[config.mk]
export PLATFORM = sky130hd
export DESIGN_NAME = xxtea_byte_block_cipher_unit
export DESIGN_NICKNAME = d
export VERILOG_FILES = /design/src/rtl/xxbc_pkg.sv /design/src/rtl/xxbc_mix.sv /design/src/rtl/xxtea_byte_block_cipher_unit.sv
export SDC_FILE = /design/constraint.sdc
export NUM_CORES = 1
export LEC_CHECK = 0
export BUFFER_PORTS_ARGS = -buffer_cell sky130_fd_sc_hd__buf_4
export CAP_MARGIN = 20
export CELL_PAD_IN_SITES_DETAIL_PLACEMENT = 0
export CELL_PAD_IN_SITES_GLOBAL_PLACEMENT = 1
export CORE_MARGIN = 5
export CORE_UTILIZATION = 45
export CTS_CLUSTER_SIZE = 40
export DETAILED_ROUTE_END_ITERATION = 8
export PLACE_DENSITY = 0.67
export SYNTH_ARGS = -nofsm -noshare
export SYNTH_HDL_FRONTEND = slang
export SYNTH_SLANG_ARGS = --single-unit
export TNS_END_PERCENT = 5
[constraint.sdc]
create_clock -name clk -period 8.4 [get_ports clk]
set_input_delay 1.26 -clock clk [delete_from_list [all_inputs] [get_ports clk]]
set_output_delay 1.26 -clock clk [all_outputs]
set_load 0.05 [all_outputs]
[src/rtl/xxbc_pkg.sv]
// ----------------------------------------------------------------------------
// xxbc_pkg
// Shared types, constants and the round-count table for the byte-element
// XXTEA cipher unit.
// ----------------------------------------------------------------------------
package xxbc_pkg;

  // block store geometry
  localparam int MAX_BLOCK_BYTES = 64;
  localparam int ADDR_W          = $clog2(MAX_BLOCK_BYTES);
  localparam int LEN_W           = ADDR_W + 1;
  localparam int ROUND_W         = 6;

  // only the low byte of the 32-bit mix reaches an element, and the low byte
  // of a 32-bit sum depends only on the low bytes of its operands
  localparam logic [7:0] DELTA_LO = 8'hB9;

  // low key bytes after reset
  localparam logic [7:0] KEY0_RST = 8'hE8;
  localparam logic [7:0] KEY1_RST = 8'h7D;
  localparam logic [7:0] KEY2_RST = 8'h42;
  localparam logic [7:0] KEY3_RST = 8'h1A;

  // configuration register indexes
  typedef enum logic [2:0] {
    CFG_KEY0 = 3'd0,
    CFG_KEY1 = 3'd1,
    CFG_KEY2 = 3'd2,
    CFG_KEY3 = 3'd3,
    CFG_DIR  = 3'd4
  } cfg_index_t;

  // operands of one element update
  typedef struct packed {
    logic [7:0] cur;
    logic [7:0] z;
    logic [7:0] y;
    logic [7:0] sum;
    logic [7:0] key;
    logic       dec;
  } mix_req_t;

  // rounds for a block of n bytes: 6 + 52 / n
  function automatic logic [ROUND_W-1:0] rounds_for(input logic [LEN_W-1:0] n);
    logic [ROUND_W-1:0] r;
    case (n) inside
      7'd2:        r = 6'd32;
      7'd3:        r = 6'd23;
      7'd4:        r = 6'd19;
      7'd5:        r = 6'd16;
      7'd6:        r = 6'd14;
      7'd7:        r = 6'd13;
      7'd8:        r = 6'd12;
      [7'd9:7'd10]:  r = 6'd11;
      [7'd11:7'd13]: r = 6'd10;
      [7'd14:7'd17]: r = 6'd9;
      [7'd18:7'd26]: r = 6'd8;
      [7'd27:7'd52]: r = 6'd7;
      default:     r = 6'd6;
    endcase
    return r;
  endfunction

endpackage

[src/rtl/xxbc_mix.sv]
// ----------------------------------------------------------------------------
// xxbc_mix
// One XXTEA element update on bytes: low byte of the mix function, added
// to the element for encryption or subtracted for decryption.
// ----------------------------------------------------------------------------
module xxbc_mix (
  input  xxbc_pkg::mix_req_t req,
  output logic [7:0]         result
);

  logic [7:0] a_sum;
  logic [7:0] b_sum;
  logic [7:0] mix_lo;

  // (z>>5 ^ y<<2) + (y>>3 ^ z<<4), low byte only
  assign a_sum = ({3'b000, req.z[7:5]} ^ {req.y[5:0], 2'b00}) +
                 ({3'b000, req.y[7:3]} ^ {req.z[3:0], 4'b0000});

  // (sum ^ y) + (k ^ z), low byte only
  assign b_sum = (req.sum ^ req.y) + (req.key ^ req.z);

  assign mix_lo = a_sum ^ b_sum;

  // apply to element
  assign result = req.dec ? (req.cur - mix_lo) : (req.cur + mix_lo);

endmodule

[src/rtl/xxtea_byte_block_cipher_unit.sv]
// An n-byte block (2..64) runs (6 + 52/n) rounds of n element updates after its
//   closing beat; the store's single read port splits each update into a read state
//   and an update state. One input beat is taken per cycle while loading, if the
//   output is free; results drain through alternating emit read and data states.
// A one-byte block passes through the output register in the cycle after its beat.
// Reset (sync, rst_n low) clears control, restores key and direction; store uncleared.
// ----------------------------------------------------------------------------
// xxtea_byte_block_cipher_unit
// Collects a block of bytes, runs byte-element XXTEA in place in a block
// store and streams the transformed block out.
// ----------------------------------------------------------------------------
module xxtea_byte_block_cipher_unit (
  input  logic        clk,
  input  logic        rst_n,
  // configuration
  input  logic        cfg_we,
  input  logic [2:0]  cfg_index,
  input  logic [31:0] cfg_data,
  // input channel
  input  logic        in_valid,
  output logic        in_ready,
  input  logic [7:0]  in_data,
  input  logic        in_last,
  // result channel
  output logic        out_valid,
  input  logic        out_ready,
  output logic [7:0]  out_data,
  output logic        out_last,
  output logic        out_short_block
);

  localparam int AW = xxbc_pkg::ADDR_W;
  localparam int LW = xxbc_pkg::LEN_W;
  localparam int RW = xxbc_pkg::ROUND_W;
  localparam logic [AW-1:0] LAST_ADDR = AW'(xxbc_pkg::MAX_BLOCK_BYTES - 1);

  typedef enum logic [4:0] {
    ST_LOAD     = 5'b00001,
    ST_RD       = 5'b00010,
    ST_UPD      = 5'b00100,
    ST_EMIT_RD  = 5'b01000,
    ST_EMIT_DAT = 5'b10000
  } state_t;

  // control and datapath registers
  state_t        state_r, state_nxt;
  logic [AW-1:0] count_r, count_nxt;
  logic [AW-1:0] last_idx_r, last_idx_nxt;
  logic [AW-1:0] pos_r, pos_nxt;
  logic [RW-1:0] rounds_r, rounds_nxt;
  logic [7:0]    sum_r, sum_nxt;
  logic [7:0]    cur_r, cur_nxt;
  logic [7:0]    link_r, link_nxt;
  logic [7:0]    first_r, first_nxt;
  logic          dir_r, dir_nxt;
  logic [7:0]    key_r [4];
  logic          dir_cfg_r;
  logic [7:0]    out_data_r, out_data_nxt;
  logic          out_last_r, out_last_nxt;
  logic          out_short_r, out_short_nxt;
  logic          out_valid_r, out_valid_nxt;

  // block store
  logic [7:0]    mem [xxbc_pkg::MAX_BLOCK_BYTES];
  logic          mem_we;
  logic [AW-1:0] mem_waddr;
  logic [7:0]    mem_wdata;
  logic [AW-1:0] mem_raddr;
  logic [7:0]    rdata_r;

  // misc
  logic               in_fire;
  logic               out_free;
  logic               closing;
  logic [LW-1:0]      blk_len;
  logic [RW-1:0]      blk_rounds;
  logic [7:0]         dec_sum_init;
  logic               round_end;
  xxbc_pkg::mix_req_t mreq;
  logic [7:0]         upd_byte;

  assign out_free   = !out_valid_r || out_ready;
  assign in_ready   = (state_r == ST_LOAD) && out_free;
  assign in_fire    = in_valid && in_ready;
  assign closing    = in_last || (count_r == LAST_ADDR);
  assign blk_len    = {1'b0, count_r} + LW'(1);
  assign blk_rounds = xxbc_pkg::rounds_for(blk_len);
  assign dec_sum_init = 8'({2'b00, blk_rounds} * xxbc_pkg::DELTA_LO);
  assign round_end  = dir_r ? (pos_r == '0) : (pos_r == last_idx_r);

  assign out_valid       = out_valid_r;
  assign out_data        = out_data_r;
  assign out_last        = out_last_r;
  assign out_short_block = out_short_r;

  // update operands: read data is y when encrypting, z when decrypting
  always_comb begin
    mreq.cur = cur_r;
    mreq.z   = dir_r ? rdata_r : link_r;
    mreq.y   = dir_r ? link_r : rdata_r;
    mreq.sum = sum_r;
    mreq.key = key_r[pos_r[1:0] ^ sum_r[3:2]];
    mreq.dec = dir_r;
  end

  xxbc_mix u_mix (
    .req    (mreq),
    .result (upd_byte)
  );

  // sequencer
  always_comb begin
    state_nxt     = state_r;
    count_nxt     = count_r;
    last_idx_nxt  = last_idx_r;
    pos_nxt       = pos_r;
    rounds_nxt    = rounds_r;
    sum_nxt       = sum_r;
    cur_nxt       = cur_r;
    link_nxt      = link_r;
    first_nxt     = first_r;
    dir_nxt       = dir_r;
    out_data_nxt  = out_data_r;
    out_last_nxt  = out_last_r;
    out_short_nxt = out_short_r;
    out_valid_nxt = out_valid_r && !out_ready;
    mem_we        = 1'b0;
    mem_waddr     = count_r;
    mem_wdata     = in_data;
    mem_raddr     = pos_r;

    case (state_r)
      ST_LOAD: begin
        if (in_fire) begin
          mem_we = 1'b1;
          if (count_r == '0) begin
            first_nxt = in_data;
          end
          if (!closing) begin
            count_nxt = count_r + AW'(1);
          end else if (count_r == '0) begin
            // one-byte block goes straight out
            out_data_nxt  = in_data;
            out_last_nxt  = 1'b1;
            out_short_nxt = 1'b1;
            out_valid_nxt = 1'b1;
          end else begin
            count_nxt    = '0;
            last_idx_nxt = count_r;
            rounds_nxt   = blk_rounds;
            dir_nxt      = dir_cfg_r;
            if (dir_cfg_r) begin
              sum_nxt  = dec_sum_init;
              link_nxt = first_r;
              cur_nxt  = in_data;
              pos_nxt  = count_r;
            end else begin
              sum_nxt  = xxbc_pkg::DELTA_LO;
              link_nxt = in_data;
              cur_nxt  = first_r;
              pos_nxt  = '0;
            end
            state_nxt = ST_RD;
          end
        end
      end

      ST_RD: begin
        // fetch the neighbor element
        if (dir_r) begin
          mem_raddr = (pos_r == '0) ? last_idx_r : pos_r - AW'(1);
        end else begin
          mem_raddr = (pos_r == last_idx_r) ? '0 : pos_r + AW'(1);
        end
        state_nxt = ST_UPD;
      end

      ST_UPD: begin
        // write back the updated element
        mem_we    = 1'b1;
        mem_waddr = pos_r;
        mem_wdata = upd_byte;
        link_nxt  = upd_byte;
        cur_nxt   = rdata_r;
        state_nxt = ST_RD;
        if (!round_end) begin
          pos_nxt = dir_r ? pos_r - AW'(1) : pos_r + AW'(1);
        end else if (rounds_r == RW'(1)) begin
          rounds_nxt = '0;
          pos_nxt    = '0;
          state_nxt  = ST_EMIT_RD;
        end else begin
          rounds_nxt = rounds_r - RW'(1);
          if (dir_r) begin
            sum_nxt = sum_r - xxbc_pkg::DELTA_LO;
            pos_nxt = last_idx_r;
          end else begin
            sum_nxt = sum_r + xxbc_pkg::DELTA_LO;
            pos_nxt = '0;
          end
        end
      end

      ST_EMIT_RD: begin
        mem_raddr = pos_r;
        if (out_free) begin
          state_nxt = ST_EMIT_DAT;
        end
      end

      ST_EMIT_DAT: begin
        out_data_nxt  = rdata_r;
        out_last_nxt  = (pos_r == last_idx_r);
        out_short_nxt = 1'b0;
        out_valid_nxt = 1'b1;
        if (pos_r == last_idx_r) begin
          state_nxt = ST_LOAD;
        end else begin
          pos_nxt   = pos_r + AW'(1);
          state_nxt = ST_EMIT_RD;
        end
      end

      default: begin
        state_nxt = ST_LOAD;
      end
    endcase
  end

  // control registers
  always_ff @(posedge clk) begin
    if (!rst_n) begin
      state_r     <= ST_LOAD;
      count_r     <= '0;
      rounds_r    <= '0;
      out_valid_r <= 1'b0;
    end else begin
      state_r     <= state_nxt;
      count_r     <= count_nxt;
      rounds_r    <= rounds_nxt;
      out_valid_r <= out_valid_nxt;
    end
  end

  // datapath registers
  always_ff @(posedge clk) begin
    last_idx_r  <= last_idx_nxt;
    pos_r       <= pos_nxt;
    sum_r       <= sum_nxt;
    cur_r       <= cur_nxt;
    link_r      <= link_nxt;
    first_r     <= first_nxt;
    dir_r       <= dir_nxt;
    out_data_r  <= out_data_nxt;
    out_last_r  <= out_last_nxt;
    out_short_r <= out_short_nxt;
  end

  // configuration registers; only the low key byte reaches an element
  always_ff @(posedge clk) begin
    if (!rst_n) begin
      key_r[0]  <= xxbc_pkg::KEY0_RST;
      key_r[1]  <= xxbc_pkg::KEY1_RST;
      key_r[2]  <= xxbc_pkg::KEY2_RST;
      key_r[3]  <= xxbc_pkg::KEY3_RST;
      dir_cfg_r <= 1'b0;
    end else if (cfg_we) begin
      case (cfg_index)
        xxbc_pkg::CFG_KEY0: key_r[0]  <= cfg_data[7:0];
        xxbc_pkg::CFG_KEY1: key_r[1]  <= cfg_data[7:0];
        xxbc_pkg::CFG_KEY2: key_r[2]  <= cfg_data[7:0];
        xxbc_pkg::CFG_KEY3: key_r[3]  <= cfg_data[7:0];
        xxbc_pkg::CFG_DIR:  dir_cfg_r <= cfg_data[0];
        default: begin
        end
      endcase
    end
  end

  // block store, one write and one registered read per cycle
  always_ff @(posedge clk) begin
    if (mem_we) begin
      mem[mem_waddr] <= mem_wdata;
    end
    rdata_r <= mem[mem_raddr];
  end

  // an update always follows the read of its neighbor
  a_upd_after_rd: assert property (@(posedge clk) disable iff (!rst_n)
    state_r == ST_UPD |-> $past(state_r) == ST_RD)
    else $error("update without neighbor read");

  // rounds remain while the cipher loop runs
  a_rounds_live: assert property (@(posedge clk) disable iff (!rst_n)
    (state_r == ST_RD || state_r == ST_UPD) |-> rounds_r != '0)
    else $error("cipher loop running with no rounds left");

  // a one-byte result is always the last of its block
  a_short_last: assert property (@(posedge clk) disable iff (!rst_n)
    out_valid_r && out_short_r |-> out_last_r)
    else $error("short block beat not marked last");

  // closing a block leaves the fill count empty
  a_close_count: assert property (@(posedge clk) disable iff (!rst_n)
    $past(state_r) == ST_LOAD && state_r == ST_RD |-> count_r == '0)
    else $error("fill count not cleared at block close");

  // position stays within the block while working on it
  a_pos_range: assert property (@(posedge clk) disable iff (!rst_n)
    state_r != ST_LOAD |-> pos_r <= last_idx_r)
    else $error("element position outside block");

endmodule
==> results.ini <==
[outcome]
status=finished clean

[grt]
grt_pass1_vias=17600
grt_use_total=0.213
grt_max_degree=68
grt_first_pass_wirelength_um=110000
overflow=0
antenna_found_initial=0

[logic_synthesis]
seq_area_frac_synth=0.652
synth_commonest_cells=599 x edfxtp_1, 320 x nand2_1, 141 x nor2_1
synthesis.nets=2214
syn_area_um2=28400
yosysTopAreaCellShare=0.633
synth_area_per_cell_um2=13.5
synth_cell_types=74
synth_ff_type=edfxtp_1
synth-seq-cells=626
ys_top_cells_by_area=edfxtp_1 63%, mux4_2 5.4%, nand2_1 4.2%, mux2i_1 2.0%, ha_1 2.0%
synth_largest_area_cell=edfxtp_1
postSynth.asyncResetShare=0
yosysMostFrequentCell=edfxtp_1
yosys_warnings=0
synth_edf_count=599
syn-instance-count=2112

[setup_path]
critPathCaptureType=register
cp.buffers_inverters=2
crit_chain=xnor2_1 -> buf_4 -> mux4_2 -> xnor2_1 -> ha_1 -> fa_1 -> a21o_1 -> a21o_1 -> xnor2_1 -> xor2_1 -> a31oi_1 -> xor2_1 -> ha_1 -> or2_2 -> a21oi_1 -> a21oi_1 -> xnor2_1 -> xnor2_1 -> xnor2_1 -> a21oi_4 -> buf_4
crit_required_ns=8.75
arrival_ns=6.95
crit_family=XOR/XNOR gates
r2r-start=pos_r[0]
cpMostUsedCell=xnor2_1
start_kind=register
crit_start=pos_r[0]
worst_path_largest_cell_delay_ns=0.63
cp_max_fo=44
criticalPathCategory=reg -> reg
slowest_stage=edfxtp_1

[finish]
seqCellArea_um2=18500
areaGrowthSynthToFinish_pct=11.8
fill_cells=5423
diodes=0
drive_gt1_frac=0.126
fin_util=0.506
fin_nets=2236
multi_input_area_um2=9340

[die]
io_pins=61
dieArea_um2=68300
chipWidth_um=261
start_util=0.452
die_y_um=261
num_rows=92
core-area_um2=62900

[sta]
finalHoldViolations=0
worst_slew_margin_rel=0.261
rsz0062_at_grt=false
whs_ns=0.493
finalCritPeriodShare=0.785
slew_violations=0
clock.fmax_mhz=152
finalSetupTns_ns=0
period_needed_ns=6.60
fin_worst_skew_ns=0.0250
setup_viol=0
tightest_slew_ns=1.10

[clocking]
postCtsHoldBufs=0
root_buffer=clkbuf_16
clk_latency_ns=0.62
htree_levels=3
cts.clk_slew.worst_paths_ns=0.06
postCtsSetupRepairBufs=0
clock_path_buffers=3
cts_made_buffers=70
clock_sinks=626
cts_tree=yes
ctsResizeCount=0

[power]
p_seq_frac=0.333
p_int_mw=6.94
power.switching_mw=4.14
peakVddDrop_uv=262
swShare=0.374
p_clk_frac=0.259
leakage_nw=10.5
pwr_density_cell_nw_per_um2=349
p_comb_frac=0.408

[detailed_routing]
totalWireLength_um=73100
first_pass_iters=6
viasPerCell=5.84
drt-initial-drc-count=1809
ant_nets=0
post_drt_wl_per_cell_um=24.1
num_vias=17700
drcViolationCount=0

[flow_run]
max-cap-violations=0

[placement]
dp_hpwl_um=47000
io_buffers=36
gp_congestion=0.872

[worst_hold_path]
min-delay-start=rounds_r[3]
min_path_type=reg -> reg

placed cells by master, fill, tap and decap left out, drive strengths merged, types with 19 or more instances in the layout:
cell type  Yosys  final
a22oi         37     37
nor2         141    141
a31oi         19     19
a21oi         60     60
mux2i         58     58
nor2b         23     23
inv           39     42
buf           32     70
a32oi         35     35
clkbuf        89    101
dfxtp         27     27
ha            45     45
xor2          27     27
nand2        320    320
nand4         35     35
o21ai         55     55
nand3        100    100
clkinv         1     19
xnor2         52     52
edfxtp       599    599
mux4          68     68
routing by layer:
| layer | part of all wire | wire [µm] | GRT usage | vias up |
|---|---|---|---|---|
| met4 | 0.031 | 2300 | 0.0654 | 0 |
| li1 | - | - | - | 8085 |
| met2 | 0.47 | 34100 | 0.338 | 592 |
| met5 | 0 | 0 | 0 | - |
| met1 | 0.43 | 31800 | 0.300 | 8914 |
| met3 | 0.067 | 4910 | 0.0424 | 122 |
through the flow:
stage | total power [mW] | area [µm²] | setup slack (ns) | instances
after floorplan | 6.91 | 28400 | 1.00 | 2112
after global placement | 8.21 | 29600 | 1.96 | 2906
after detailed placement | 8.25 | 29600 | 1.83 | 2906
after CTS | 11.2 | 31700 | 1.79 | 3033
after global routing | 11.7 | 31800 | 1.44 | 3035
final | 11.1 | 31800 | 1.80 | 3035
power groups by stage:
stage / logic, mW / registers (mW) / clock network [mW]
6_report: 4.52 / 3.69 / 2.87
5_1_grt: 4.95 / 3.70 / 3.07
4_1_cts: 4.53 / 3.69 / 2.93
3_5_place_dp: 4.49 / 3.75 / 0
3_3_place_gp: 4.46 / 3.75 / 0
2_1_floorplan: 3.22 / 3.69 / 0
cell families (layout without fill, tap and decap cells):
family,count (synthesis),in the layout,share of synthesized area
adders and majority gates,53,53,0.0254
DFF,626,626,0.652
AOI/OAI and AO/OA,318,318,0.0779
xor gates and xnor gates,80,80,0.0251
muxes,136,136,0.0783
other,1,1,0.000132
and+or+nand+nor,737,737,0.118
buffers and inverters,161,238,0.0229
registers in the layout (all words and copies together) (netlist names):
name,count
mem,512
key_r,32
cur_r,8
first_r,8
link_r,8
out_data,8
rdata_r,8
sum_r,8
count_r,6
last_idx_r,6
pos_r,6
rounds_r,6
state_r,5
dir_cfg_r,1
dir_r,1
out_last,1
out_short_block,1
out_valid,1
final timing paths:
check | end | slack [ns] | depth (start not counted)
max | mem[10][7] | 1.80 | 21
min | rounds_r[3] | 0.49 | 2
max reg2reg | mem[10][7] | 1.80 | 21
min reg2reg | rounds_r[3] | 0.49 | 2
tightest hold or removal path, stage by stage (launching register included):
cell,delay (ns)
dfxtp_1,0.32
nand3_1,0.07
o31ai_1,0.06
layout make-up:
class                      count  area share
sequential                   626       0.583
multi-input combinational   1325       0.294
clock buffer                 100      0.0593
tap                          846      0.0333
timing repair buffer          71      0.0174
clock inverter                27     0.00807
inverter                      40     0.00473
Note: power is estimated with default switching activity, not from simulation.
